`src/rtl/wom_pkg.sv`:
```
package wom_pkg;

    localparam int TIME_W      = 32;
    localparam int TEMP_W      = 12;
    localparam int TEMP_MAG_W  = 10;
    localparam int DEG_W       = 8;
    localparam int COUNT_OUT_W = 7;

    localparam int CFG_IDX_W  = 2;
    localparam int CFG_DATA_W = 32;

    localparam int S_TDATA_W = 48;
    localparam int S_TUSER_W = 3;
    localparam int M_TDATA_W = 32;
    localparam int M_TUSER_W = 2;

    localparam logic signed [TEMP_W-1:0] FAIL_LEVEL = 12'sd672;
    localparam logic signed [TEMP_W-1:0] TEMP_LOW   = 12'sd160;
    localparam logic signed [TEMP_W-1:0] TEMP_HIGH  = 12'sd960;

    localparam logic signed [TEMP_W-1:0] WARN_RESET   = 12'sd656;
    localparam logic [TIME_W-1:0]        PERIOD_RESET = 32'd300;
    localparam logic [COUNT_OUT_W-1:0]   MIN_RESET    = 7'd10;

    localparam logic OP_TICK   = 1'b0;
    localparam logic OP_SAMPLE = 1'b1;

    typedef enum logic [CFG_IDX_W-1:0] {
        REG_WARN   = 2'd0,
        REG_PERIOD = 2'd1,
        REG_MIN    = 2'd2
    } cfg_reg_t;

    typedef enum logic [1:0] {
        KIND_NONE    = 2'd0,
        KIND_CORRUPT = 2'd1,
        KIND_TEMP    = 2'd2
    } sample_kind_t;

    typedef enum logic [1:0] {
        RPT_TICK    = 2'd0,
        RPT_NODATA  = 2'd1,
        RPT_CORRUPT = 2'd2,
        RPT_TEMP    = 2'd3
    } report_kind_t;

    typedef struct packed {
        logic              valid;
        logic [TIME_W-1:0] stamp;
        logic [TEMP_W-1:0] temp;
    } hist_entry_t;

endpackage

```
`src/rtl/wom_hist.sv`:
```
module wom_hist
    import wom_pkg::*;
#(
    parameter int DEPTH = 64,
    parameter int AW    = 6
)(
    input  logic        clk,
    input  logic        we,
    input  logic [AW-1:0] waddr,
    input  hist_entry_t wdata,
    input  logic        re,
    input  logic [AW-1:0] raddr,
    output hist_entry_t rdata
);

    hist_entry_t mem [DEPTH];
    hist_entry_t rdata_reg;

    always_ff @(posedge clk)
    begin
        if (we)
        begin
            mem[waddr] <= wdata;
        end
    end

    always_ff @(posedge clk)
    begin
        if (re)
        begin
            rdata_reg <= mem[raddr];
        end
    end

    assign rdata = rdata_reg;

endmodule

```
`src/rtl/wom_div.sv`:
```
module wom_div
    import wom_pkg::*;
#(
    parameter int NUM_W = 16,
    parameter int DEN_W = 7
)(
    input  logic             clk,
    input  logic             rst_n,
    input  logic             start,
    input  logic [NUM_W-1:0] num,
    input  logic [DEN_W-1:0] den,
    output logic             busy,
    output logic             done,
    output logic [NUM_W-1:0] quot
);

    localparam int STEP_W = $clog2(NUM_W + 1);

    logic [NUM_W-1:0]  num_reg;
    logic [DEN_W-1:0]  den_reg;
    logic [DEN_W-1:0]  rem_reg;
    logic [STEP_W-1:0] step_reg;
    logic              busy_reg;
    logic              done_reg;

    logic [DEN_W:0]    rem_shift;
    logic              q_bit;
    logic [DEN_W:0]    rem_diff;

    always_comb
    begin
        rem_shift = {rem_reg, num_reg[NUM_W-1]};
        q_bit     = rem_shift >= {1'b0, den_reg};
        rem_diff  = q_bit ? (rem_shift - {1'b0, den_reg}) : rem_shift;
    end

    always_ff @(posedge clk or negedge rst_n)
    begin
        if (!rst_n)
        begin
            num_reg  <= '0;
            den_reg  <= '0;
            rem_reg  <= '0;
            step_reg <= '0;
            busy_reg <= 1'b0;
            done_reg <= 1'b0;
        end
        else
        begin
            done_reg <= 1'b0;
            if (start)
            begin
                num_reg  <= num;
                den_reg  <= den;
                rem_reg  <= '0;
                step_reg <= STEP_W'(NUM_W);
                busy_reg <= 1'b1;
            end
            else if (busy_reg)
            begin
                num_reg  <= {num_reg[NUM_W-2:0], q_bit};
                rem_reg  <= rem_diff[DEN_W-1:0];
                step_reg <= step_reg - 1'b1;
                if (step_reg == STEP_W'(1))
                begin
                    busy_reg <= 1'b0;
                    done_reg <= 1'b1;
                end
            end
        end
    end

    assign busy = busy_reg;
    assign done = done_reg;
    assign quot = num_reg;

endmodule

```
`src/rtl/windowed_average_overtemp_monitor_top.sv`:
```
// Over-temperature monitor with a time-windowed moving average over a ring of DEPTH
// samples. Ticks and samples that are not stored pass through ST_DONE to the registered
// output, and s_tready returns in the same cycle as that result is presented. A stored
// reading passes through one history write, one sweep of the history memory at one entry
// per cycle to expire old entries and sum the rest, a bit-serial divide of the sum by the
// count (skipped when the window is empty), a decision state and an output state.
// When a valid average is lost, a clearing pass over every history entry follows before
// the result. A result held by m_tready low holds the block until it is taken. After
// reset the history is cleared the same way, with s_tready low; configuration writes are
// taken at any time.
module windowed_average_overtemp_monitor_top
    import wom_pkg::*;
#(
    parameter int DEPTH = 64
)(
    input  logic                  clk,
    input  logic                  rst_n,
    input  logic                  s_tvalid,
    output logic                  s_tready,
    input  logic [S_TDATA_W-1:0]  s_tdata,   // time_now[31:0], temperature[43:32], zero pad
    input  logic [S_TUSER_W-1:0]  s_tuser,   // opcode[0], sample_kind[2:1]
    output logic                  m_tvalid,
    input  logic                  m_tready,
    output logic [M_TDATA_W-1:0]  m_tdata,   // reported_degrees[7:0], average[19:8],
                                             // sample_count[26:20], average_valid[27],
                                             // overtemp_warning[28], overheat_fault[29]
    output logic [M_TUSER_W-1:0]  m_tuser,   // report_kind[1:0]
    input  logic                  cfg_we,
    input  logic [CFG_IDX_W-1:0]  cfg_index,
    input  logic [CFG_DATA_W-1:0] cfg_data
);

    localparam int IDX_W = (DEPTH > 1) ? $clog2(DEPTH) : 1;
    localparam int CNT_W = $clog2(DEPTH + 1);
    localparam int SUM_W = TEMP_MAG_W + IDX_W;

    typedef enum logic [2:0] {
        ST_CLEAR,
        ST_IDLE,
        ST_WRITE,
        ST_SWEEP,
        ST_DIV,
        ST_DECIDE,
        ST_DONE
    } state_t;

    state_t state_reg;

    logic signed [TEMP_W-1:0] warn_reg;
    logic [TIME_W-1:0]        period_reg;
    logic [COUNT_OUT_W-1:0]   min_reg;

    logic [TIME_W-1:0]        clock_now_reg;
    logic [IDX_W-1:0]         slot_reg;
    logic signed [TEMP_W-1:0] avg_reg;
    logic [CNT_W-1:0]         count_reg;
    logic                     mean_ok_reg;

    logic                     op_reg;
    logic [1:0]               kind_reg;
    logic signed [TEMP_W-1:0] temp_reg;

    logic [CNT_W-1:0]         cnt_reg;
    logic                     pend_reg;
    logic [IDX_W-1:0]         pend_addr_reg;
    logic [SUM_W-1:0]         sum_reg;
    logic                     report_reg;

    logic                     m_tvalid_reg;
    logic [M_TDATA_W-1:0]     m_tdata_reg;
    logic [M_TUSER_W-1:0]     m_tuser_reg;

    hist_entry_t              entry;
    hist_entry_t              hist_wdata;
    hist_entry_t              hist_rdata_w;
    logic                     hist_we;
    logic [IDX_W-1:0]         hist_waddr;
    logic                     hist_re;
    logic [IDX_W-1:0]         hist_raddr;

    logic                     div_start;
    logic                     div_busy;
    logic                     div_done;
    logic [SUM_W-1:0]         div_quot;

    logic                     issue;
    logic [TIME_W-1:0]        age;
    logic                     expire;
    logic                     keep;

    logic                     in_tick;
    logic [1:0]               in_kind;
    logic signed [TEMP_W-1:0] in_temp;
    logic                     in_store;

    logic signed [TEMP_W:0]   deg_adj;
    logic [1:0]               rpt_kind;
    logic signed [DEG_W-1:0]  rpt_deg;
    logic                     rpt_fail;
    logic                     rpt_warn;
    logic                     out_free;
    logic signed [TEMP_W-1:0] mean;
    logic [31:0]              count_ext;

    assign in_tick  = (s_tuser[0] == OP_TICK);
    assign in_kind  = s_tuser[2:1];
    assign in_temp  = s_tdata[43:32];
    assign in_store = !in_tick && (in_kind == KIND_TEMP)
                      && (in_temp >= TEMP_LOW) && (in_temp <= TEMP_HIGH);

    assign entry  = hist_entry_t'(hist_rdata_w);

    assign issue  = (state_reg == ST_SWEEP) && (cnt_reg < CNT_W'(DEPTH));
    assign age    = clock_now_reg - entry.stamp;
    assign expire = pend_reg && entry.valid && (clock_now_reg > entry.stamp)
                    && (age > period_reg);
    assign keep   = pend_reg && entry.valid && !expire;

    always_comb
    begin
        hist_we    = 1'b0;
        hist_waddr = pend_addr_reg;
        hist_wdata = '{valid: 1'b0, stamp: entry.stamp, temp: entry.temp};
        unique case (state_reg)
            ST_CLEAR:
            begin
                hist_we    = 1'b1;
                hist_waddr = cnt_reg[IDX_W-1:0];
                hist_wdata = '0;
            end
            ST_WRITE:
            begin
                hist_we    = 1'b1;
                hist_waddr = slot_reg;
                hist_wdata = '{valid: 1'b1, stamp: clock_now_reg, temp: temp_reg};
            end
            ST_SWEEP:
            begin
                hist_we = expire;
            end
            default:
            begin
                hist_we = 1'b0;
            end
        endcase
    end

    assign hist_re    = issue;
    assign hist_raddr = cnt_reg[IDX_W-1:0];

    wom_hist #(
        .DEPTH (DEPTH),
        .AW    (IDX_W)
    ) u_hist (
        .clk   (clk),
        .we    (hist_we),
        .waddr (hist_waddr),
        .wdata (hist_wdata),
        .re    (hist_re),
        .raddr (hist_raddr),
        .rdata (hist_rdata_w)
    );

    assign div_start = (state_reg == ST_SWEEP) && !issue && !pend_reg && (count_reg != '0);

    wom_div #(
        .NUM_W (SUM_W),
        .DEN_W (CNT_W)
    ) u_div (
        .clk   (clk),
        .rst_n (rst_n),
        .start (div_start),
        .num   (sum_reg),
        .den   (count_reg),
        .busy  (div_busy),
        .done  (div_done),
        .quot  (div_quot)
    );

    assign mean      = (count_reg == '0) ? '0 : TEMP_W'(div_quot);
    assign count_ext = 32'(count_reg);

    always_comb
    begin
        deg_adj  = {temp_reg[TEMP_W-1], temp_reg}
                   + (temp_reg[TEMP_W-1] ? (TEMP_W+1)'(15) : '0);
        rpt_fail = (op_reg == OP_TICK) && (avg_reg >= FAIL_LEVEL);
        rpt_warn = (op_reg == OP_TICK) && !rpt_fail && (avg_reg >= warn_reg);
        rpt_deg  = '0;
        if (op_reg == OP_TICK)
        begin
            rpt_kind = RPT_TICK;
        end
        else
        begin
            case (kind_reg)
                KIND_TEMP:
                begin
                    rpt_kind = RPT_TEMP;
                    rpt_deg  = deg_adj[TEMP_W-1:4];
                end
                KIND_CORRUPT:
                begin
                    rpt_kind = RPT_CORRUPT;
                end
                default:
                begin
                    rpt_kind = RPT_NODATA;
                end
            endcase
        end
    end

    assign out_free = !m_tvalid_reg || m_tready;

    always_ff @(posedge clk or negedge rst_n)
    begin
        if (!rst_n)
        begin
            state_reg     <= ST_CLEAR;
            warn_reg      <= WARN_RESET;
            period_reg    <= PERIOD_RESET;
            min_reg       <= MIN_RESET;
            clock_now_reg <= '0;
            slot_reg      <= '0;
            avg_reg       <= '0;
            count_reg     <= '0;
            mean_ok_reg   <= 1'b0;
            op_reg        <= OP_TICK;
            kind_reg      <= '0;
            temp_reg      <= '0;
            cnt_reg       <= '0;
            pend_reg      <= 1'b0;
            pend_addr_reg <= '0;
            sum_reg       <= '0;
            report_reg    <= 1'b0;
            m_tvalid_reg  <= 1'b0;
            m_tdata_reg   <= '0;
            m_tuser_reg   <= '0;
        end
        else
        begin
            if (cfg_we)
            begin
                unique case (cfg_index)
                    REG_WARN:   warn_reg   <= cfg_data[TEMP_W-1:0];
                    REG_PERIOD: period_reg <= cfg_data[TIME_W-1:0];
                    REG_MIN:    min_reg    <= cfg_data[COUNT_OUT_W-1:0];
                    default:    ;
                endcase
            end

            if (m_tready && (state_reg != ST_DONE))
            begin
                m_tvalid_reg <= 1'b0;
            end

            unique case (state_reg)
                ST_CLEAR:
                begin
                    cnt_reg <= cnt_reg + 1'b1;
                    if (cnt_reg == CNT_W'(DEPTH - 1))
                    begin
                        state_reg <= report_reg ? ST_DONE : ST_IDLE;
                    end
                end
                ST_IDLE:
                begin
                    if (s_tvalid)
                    begin
                        op_reg   <= s_tuser[0];
                        kind_reg <= in_kind;
                        temp_reg <= in_temp;
                        if (in_tick)
                        begin
                            clock_now_reg <= s_tdata[TIME_W-1:0];
                        end
                        state_reg <= in_store ? ST_WRITE : ST_DONE;
                    end
                end
                ST_WRITE:
                begin
                    slot_reg  <= (slot_reg == IDX_W'(DEPTH - 1)) ? '0 : slot_reg + 1'b1;
                    cnt_reg   <= '0;
                    pend_reg  <= 1'b0;
                    sum_reg   <= '0;
                    count_reg <= '0;
                    state_reg <= ST_SWEEP;
                end
                ST_SWEEP:
                begin
                    pend_reg      <= issue;
                    pend_addr_reg <= cnt_reg[IDX_W-1:0];
                    if (issue)
                    begin
                        cnt_reg <= cnt_reg + 1'b1;
                    end
                    if (keep)
                    begin
                        sum_reg   <= sum_reg + SUM_W'(entry.temp[TEMP_MAG_W-1:0]);
                        count_reg <= count_reg + 1'b1;
                    end
                    if (!issue && !pend_reg)
                    begin
                        state_reg <= (count_reg != '0) ? ST_DIV : ST_DECIDE;
                    end
                end
                ST_DIV:
                begin
                    if (div_done)
                    begin
                        state_reg <= ST_DECIDE;
                    end
                end
                ST_DECIDE:
                begin
                    if (count_ext >= 32'(min_reg))
                    begin
                        mean_ok_reg <= 1'b1;
                        avg_reg     <= mean;
                        state_reg   <= ST_DONE;
                    end
                    else if (mean_ok_reg)
                    begin
                        slot_reg    <= '0;
                        avg_reg     <= '0;
                        count_reg   <= '0;
                        mean_ok_reg <= 1'b0;
                        cnt_reg     <= '0;
                        report_reg  <= 1'b1;
                        state_reg   <= ST_CLEAR;
                    end
                    else
                    begin
                        avg_reg   <= '0;
                        state_reg <= ST_DONE;
                    end
                end
                ST_DONE:
                begin
                    if (out_free)
                    begin
                        m_tvalid_reg <= 1'b1;
                        m_tuser_reg  <= rpt_kind;
                        m_tdata_reg  <= {2'b00, rpt_fail, rpt_warn, mean_ok_reg,
                                         count_ext[COUNT_OUT_W-1:0], avg_reg, rpt_deg};
                        report_reg   <= 1'b0;
                        state_reg    <= ST_IDLE;
                    end
                end
                default:
                begin
                    state_reg <= ST_IDLE;
                end
            endcase
        end
    end

    assign s_tready = (state_reg == ST_IDLE);
    assign m_tvalid = m_tvalid_reg;
    assign m_tdata  = m_tdata_reg;
    assign m_tuser  = m_tuser_reg;

    a_avg_zero_when_invalid: assert property (@(posedge clk) disable iff (!rst_n)
        !mean_ok_reg |-> (avg_reg == '0))
        else $error("average nonzero while mean is invalid");

    a_avg_in_range: assert property (@(posedge clk) disable iff (!rst_n)
        mean_ok_reg |-> (avg_reg >= 0) && (avg_reg <= TEMP_HIGH))
        else $error("average outside stored temperature range");

    a_alarm_exclusive: assert property (@(posedge clk) disable iff (!rst_n)
        m_tvalid |-> !(m_tdata[28] && m_tdata[29]))
        else $error("warning and failure raised together");

    a_alarm_tick_only: assert property (@(posedge clk) disable iff (!rst_n)
        (m_tvalid && (m_tuser != RPT_TICK)) |-> (!m_tdata[28] && !m_tdata[29]))
        else $error("alarm raised on a non-tick result");

    a_count_bound: assert property (@(posedge clk) disable iff (!rst_n)
        count_reg <= CNT_W'(DEPTH))
        else $error("valid count exceeds history depth");

endmodule

```
`config.mk`:
```
export PLATFORM = sky130hd
export DESIGN_NAME = windowed_average_overtemp_monitor_top
export DESIGN_NICKNAME = d
export VERILOG_FILES = /design/src/rtl/wom_pkg.sv /design/src/rtl/wom_hist.sv /design/src/rtl/wom_div.sv /design/src/rtl/windowed_average_overtemp_monitor_top.sv
export SDC_FILE = /design/constraint.sdc
export NUM_CORES = 2
export LEC_CHECK = 0
export BUFFER_PORTS_ARGS = -buffer_cell sky130_fd_sc_hd__buf_2
export CORE_ASPECT_RATIO = 1.1
export CORE_UTILIZATION = 45
export DETAILED_ROUTE_END_ITERATION = 8
export HOLD_SLACK_MARGIN = 0.02
export PLACE_DENSITY_LB_ADDON = 0.08
export SYNTH_ARGS = -nofsm -noshare
export SYNTH_HDL_FRONTEND = slang
export SYNTH_SLANG_ARGS = --single-unit
```
`constraint.sdc`:
```
create_clock -name clk -period 9.48 [get_ports clk]
set_clock_uncertainty 0.2 [all_clocks]
set_input_delay 1.422 -clock clk [delete_from_list [all_inputs] [get_ports clk]]
set_output_delay 1.422 -clock clk [all_outputs]
set_load 0.01 [all_outputs]
```
### Yosys cells after proc, flatten, opt, wreduce, memory -nomap -nowiden

Memory sizes are Yosys's and may differ from the RTL's. A register that Yosys moved wholly into a read port is not among the register bits.
Index checks and enable logic that the tools add are counted.

* input bits: 90
* memories kept: 1
* bits in registers: 228
* logic and storage cells: 172
* bits in writable memories: 2880
* output and inout port bits: 36

Memories
* u_hist.mem: depth 64, width 45, read ports 1, clocked after memory_dff 1, wr ports 1, RTL line wom_hist.sv:16 `hist_entry_t mem [DEPTH];`

* bitwise gates (word level): 2
* add/sub/neg operators: 8
* mux-type cells: 57
* reductions and logical operators: 45
* $lt $le $gt $ge: 9
* equal/unequal tests: 24

Operators with widths (number)
* $pmux W45 S2: 1
* $gt A32 B32 Y1: 2
* $mux W7: 7
* $mux W16: 3
* $pmux W16 S2: 1
* $sub A32 B32 Y32: 1
* $pmux W7 S4: 1
* $mux W3: 9
* $mux W12: 2
* $pmux W6 S2: 2
* $pmux W3 S7: 1
* $pmux W7 S3: 1
* $mux W6: 3
* $add A16 B10 Y16: 1
* $logic_and A1 B1 Y1: 16
* $mux W1: 16
* $mux W8: 2
* $add A7 B1 Y7 const B: 2
* $ne A2 B2 Y1 const B: 7
* $add A12 B5 Y12: 1
* $ge A12 B11 Y1 const B: 1
* $ge A12 B12 Y1: 1
* $ge A12 B9 Y1 const B: 1
* $le A12 B11 Y1 const B: 1
* other kinds (36): 62

### Logic depth before layout (Yosys ltp)

* depth in word-level cells: 7
* mapped depth: 23
* gate-level depth less buffers: 22

### Cells and area by module

Synthesis repeated with hierarchy kept, for this count alone.

* cell total of the unflattened synthesis: 6097
* area, all modules: 124114.0 um^2

By module, submodules not included
* wom_hist: cells an instance 4670, instances 1, sequential area each 87834.2 um^2, area an instance 110379.6 um^2
* windowed_average_overtemp_monitor_top: cells an instance 1229, instances 1, sequential area each 4790.8 um^2, area an instance 11761.3 um^2
* wom_div: cells an instance 198, instances 1, sequential area each 925.9 um^2, area an instance 1973.1 um^2

### Least setup slack after synthesis

No wires, ideal clock.

* path type: register -> register
* from: reg clock_now_reg[16]
* to: mem u_hist.mem[46][0] in the netlist's numbering (enable)
* setup time: 0.444 ns
* data arrival time: 6.486 ns
* clock period less this slack: 7.129 ns
* cell stages (with the launch flop): 20
* path buffers: 0
* data required time: 8.836 ns
* path slack: 2.351 ns
* path through: dfrtp_1 ha_1 a21o_1 a21o_1 a2111oi_2 nor3_1 a21o_1 a41o_1 a41o_1 o311a_1 a311o_1 ha_1 and4_1 nand4_1 or3_1 a31oi_1 o21ai_1 o31ai_4 nand4_1 nor2_1

* longest elaborated chain between the ends: 6
* elaborated cells between the ends (all ways): 8
* those cells by class: add/sub: 1; order compare: 2; mux: 3; reduce/logical: 2

Ends and longest elaborated chain
* start: declaration: RTL line windowed_average_overtemp_monitor_top.sv:53 `logic [TIME_W-1:0] clock_now_reg;`
* start signal: assignment: RTL line windowed_average_overtemp_monitor_top.sv:276 `clock_now_reg <= s_tdata[TIME_W-1:0];`
* $sub A32 B32 Y32 / $gt A32 B32 Y1 (equally long branches): RTL line windowed_average_overtemp_monitor_top.sv:114, windowed_average_overtemp_monitor_top.sv:115
* $gt A32 B32 Y1 / $logic_and A1 B1 Y1 (equally long branches): RTL line windowed_average_overtemp_monitor_top.sv:116, windowed_average_overtemp_monitor_top.sv:115
* $logic_and A1 B1 Y1 *: RTL line windowed_average_overtemp_monitor_top.sv:116 `&& (age > period_reg);`
* $pmux W1 S2 *: RTL line windowed_average_overtemp_monitor_top.sv:124 `unique case (state_reg)`
* $mux W1 *: RTL line wom_hist.sv:21 `if (we)`
* $mux W1 (not written as such) *: RTL line wom_hist.sv:23 `mem[waddr] <= wdata;`
* end: declaration: RTL line wom_hist.sv:16

Mark *: on every way between the ends. The rest lies on a longest branch, timed or not.

### Worst setup path after layout

* from: reg u_hist.rdata[13] (netlist name)
* to: mem u_hist.mem[14][7] in the netlist's numbering (enable)

* longest elaborated chain between the ends: 6
* elaborated cells between the ends (all ways): 8
* those cells by class: add/sub: 1; order compare: 2; mux: 3; reduce/logical: 2

Ends and longest elaborated chain (RTL line)
* $sub A32 B32 Y32 / $gt A32 B32 Y1 (equally long branches): windowed_average_overtemp_monitor_top.sv:114, windowed_average_overtemp_monitor_top.sv:115
* $gt A32 B32 Y1 / $logic_and A1 B1 Y1 (equally long branches): windowed_average_overtemp_monitor_top.sv:116, windowed_average_overtemp_monitor_top.sv:115
* $logic_and A1 B1 Y1 *: windowed_average_overtemp_monitor_top.sv:116
* $pmux W1 S2 *: windowed_average_overtemp_monitor_top.sv:124
* $mux W1 *: wom_hist.sv:21
* $mux W1 (not written as such) *: wom_hist.sv:23

Marks and branches as above.

==> results_dict.tcl <==
set metrics [dict create \
    synth_top_area_cell "edfxtp_1" \
    dr.first_iter.drc_count 5090 \
    gr-total-overflow 0 \
    synthTopCellsByArea "edfxtp_1, mux4_2, dfrtp_1" \
    initial_core_util_pct 45.2 \
    post_cts_buffers 0 \
    grt_max_degree 120 \
    ys_seq_area_share_pct 75.0 \
    largest_reg_flops 2752 \
    layoutNonFillerInstCount 9631 \
    hold_path_end "m_tuser[0]" \
    syn_area_um2 119000 \
    cts-resized-gates 0 \
    dp_hpwl_mm 172 \
    cap_violations 0 \
    fin_util_pct 51.4 \
    grt_pass1_vias 57345 \
    mostFrequentLayoutCells "edfxtp_1, mux4_2, clkbuf_16" \
    synth-seq-cells 3023 \
    io_pins 126 \
    cts_tree "done" \
    vias 55673 \
    vdd_ir_drop_max_mv 0.142 \
    dp.cells 9064 \
    drc 0 \
    avgViaCountPerCell 5.78 \
    fin_crit_sh_pct 83.9 \
    setup_viol 0 \
    crit_type "flip-flop to flip-flop" \
    hp-class "flip-flop to flip-flop" \
    hold_viol 0 \
    placed_area_um2 126000 \
    root_buffer "clkbuf_16" \
    detail-route-antenna-nets 0 \
    die_w_um 493 \
    layout_commonest_cell "edfxtp_1" \
    core_area_um2 264000 \
    die_y_um 542 \
    rows 198 \
    yosys_warnings 0 \
    period_minus_slack_ns 7.96 \
    hp-start "m_tuser[0]" \
    ys.flop_type "edfxtp_1" \
    report.final.slew_viol_count 0 \
    drive_gt1_share_pct 30.4 \
    worst_pin_slew_ns 1.23 \
    finalWirelength_mm 279 \
    syn_to_final_growth_pct 13.8 \
    ys_types 73 \
    pre_cts_ws_ns 1.56 \
    critPathCaptureType "flip-flop" \
    syn_area_per_cell_um2 21.6 \
    setup_ws_ns 1.52 \
    status "finished, final reports clean" \
    start_kind "flip-flop" \
    grt_pass1_wl_mm 409 \
    rrSetupSlack_ns 1.52 \
    rsz0062_at_grt "false" \
    path_clk_slew_ns 0.06 \
    critPathArrivalTime_ns 8.26 \
    insertion_delay_ns 0.85 \
    rr_endpoint "u_hist.mem[14][7]" \
    fin_area_um2 136000 \
    final_nets 6091 \
    fmax_mhz 126 \
    ctsHoldBuffers 0 \
    detail_route.wl_per_cell_um 29.0 \
    antenna_found_initial 20 \
    power_mw 26.4 \
    gp_congestion 0.803 \
    cts-buffers-inserted 321 \
    slew_headroom_pct 18.0 \
    dr.pass1.iters 6 \
    r2r_start "u_hist.rdata[13]" \
    netlist.area_leader.share_pct 70.3 \
    h-tree-depth 5 \
    synth_edf_count 2795 \
    postSynthCellCount 5518 \
    holdWs_ns 0.266 \
    hold_depth 2 \
    tns_ns 0 \
    track_usage_pct 20.9 \
    path_max_fanout 17 \
    cts.sinks 3023 \
    clockBufferDepth 4 \
    p_leak_nw 37.3 \
    power_density_nw_per_um2 194 \
    r2r_cells 21 \
    required_ns 9.78 \
    io_buffers 119 \
    dieArea_um2 268000 \
    async_flop_share_pct 7.54 \
]
[critical path, stage by stage, from the launching register on]
cell and delay, ns:
edfxtp_1 0.43, inv_1 0.09, ha_1 0.23, nor2b_1 0.14, o2111ai_1 0.18, nand3_1 0.15
o41ai_2 0.47, o31ai_1 0.28, a41o_1 0.30, a41o_1 0.33, a2111oi_0 0.47, a211oi_1 0.11
ha_1 0.31, and4_1 0.23, nand4_1 0.16, or3_1 0.46, a31oi_1 0.19, o21ai_1 0.25
o31ai_4 0.66, nand4_1 0.85, nor2_4 0.65, buf_4 0.42
[final cells by class]
class	count	area, um^2
inverter	119	447
fill	20844	128000
clock buffer	420	8760
antenna	9	22.5
clock inverter	138	990
timing repair buffer	313	2360
tap	3500	4380
sequential	3023	89700
multi-input combinational	2109	29300
[how the worst max path moves through the flow]
stage	from	end	slack, ns	cells after the start
floorplan	clock_now_reg[16]	u_hist.mem[46][0]	2.35	19
global placement	u_hist.rdata[13]	u_hist.mem[14][2]	1.62	21
detailed placement	u_hist.rdata[13]	u_hist.mem[15][7]	1.56	21
CTS	u_hist.rdata[13]	u_hist.mem[15][7]	1.51	21
global route	u_hist.rdata[13]	u_hist.mem[15][7]	1.06	21
finish	u_hist.rdata[13]	u_hist.mem[14][7]	1.52	21
[cells in the mapped netlist, drive strengths merged (7+ instances only)]
cell type / count
a211oi: 11
a21o: 43
a21oi: 61
a22o: 13
and3: 8
buf: 99
clkbuf: 169
dfrtp: 219
dfstp: 9
edfxtp: 2795
ha: 111
inv: 119
mux2: 90
mux2i: 24
mux4: 903
nand2: 259
nand2b: 18
nand3: 31
nand4: 27
nor2: 134
nor2b: 14
nor3: 19
o211ai: 9
o21a: 13
o21ai: 161
o21bai: 9
o22ai: 7
o31ai: 13
xnor2: 35
xor2: 16
[logic make-up (layout without fill, tap and decap cells)]
| kind of cell | Yosys count | after routing | synth area share [%] |
|---|---|---|---|
| adders and majority gates | 114 | 114 | 1.21 |
| DFF | 3023 | 3023 | 75.0 |
| xor gates and xnor gates | 51 | 51 | 0.374 |
| muxes | 1017 | 1017 | 18.1 |
| and+or+nand+nor | 548 | 548 | 2.02 |
| other | 1 | 11 | 0.00314 |
| AOI/OAI and AO/OA | 377 | 377 | 1.98 |
| buffers and inverters | 387 | 990 | 1.30 |
[power breakdown]
group	switching, mW	total (mW)	internal [mW]
Combinational	0.0921	0.164	0.0716
Clock	5.00	11.8	6.83
Sequential	0.0204	14.4	14.4
[per-layer routing]
metal | up-vias | global-route usage [%] | part of all wire [%]
met5 | - | 0 | 0
met4 | 0 | 4.25 | 1.8
met3 | 346 | 3.11 | 5.0
met2 | 1350 | 32.4 | 47
met1 | 30238 | 31.8 | 46
li1 | 23739 | - | -
Power figures use the tool's default switching activity.
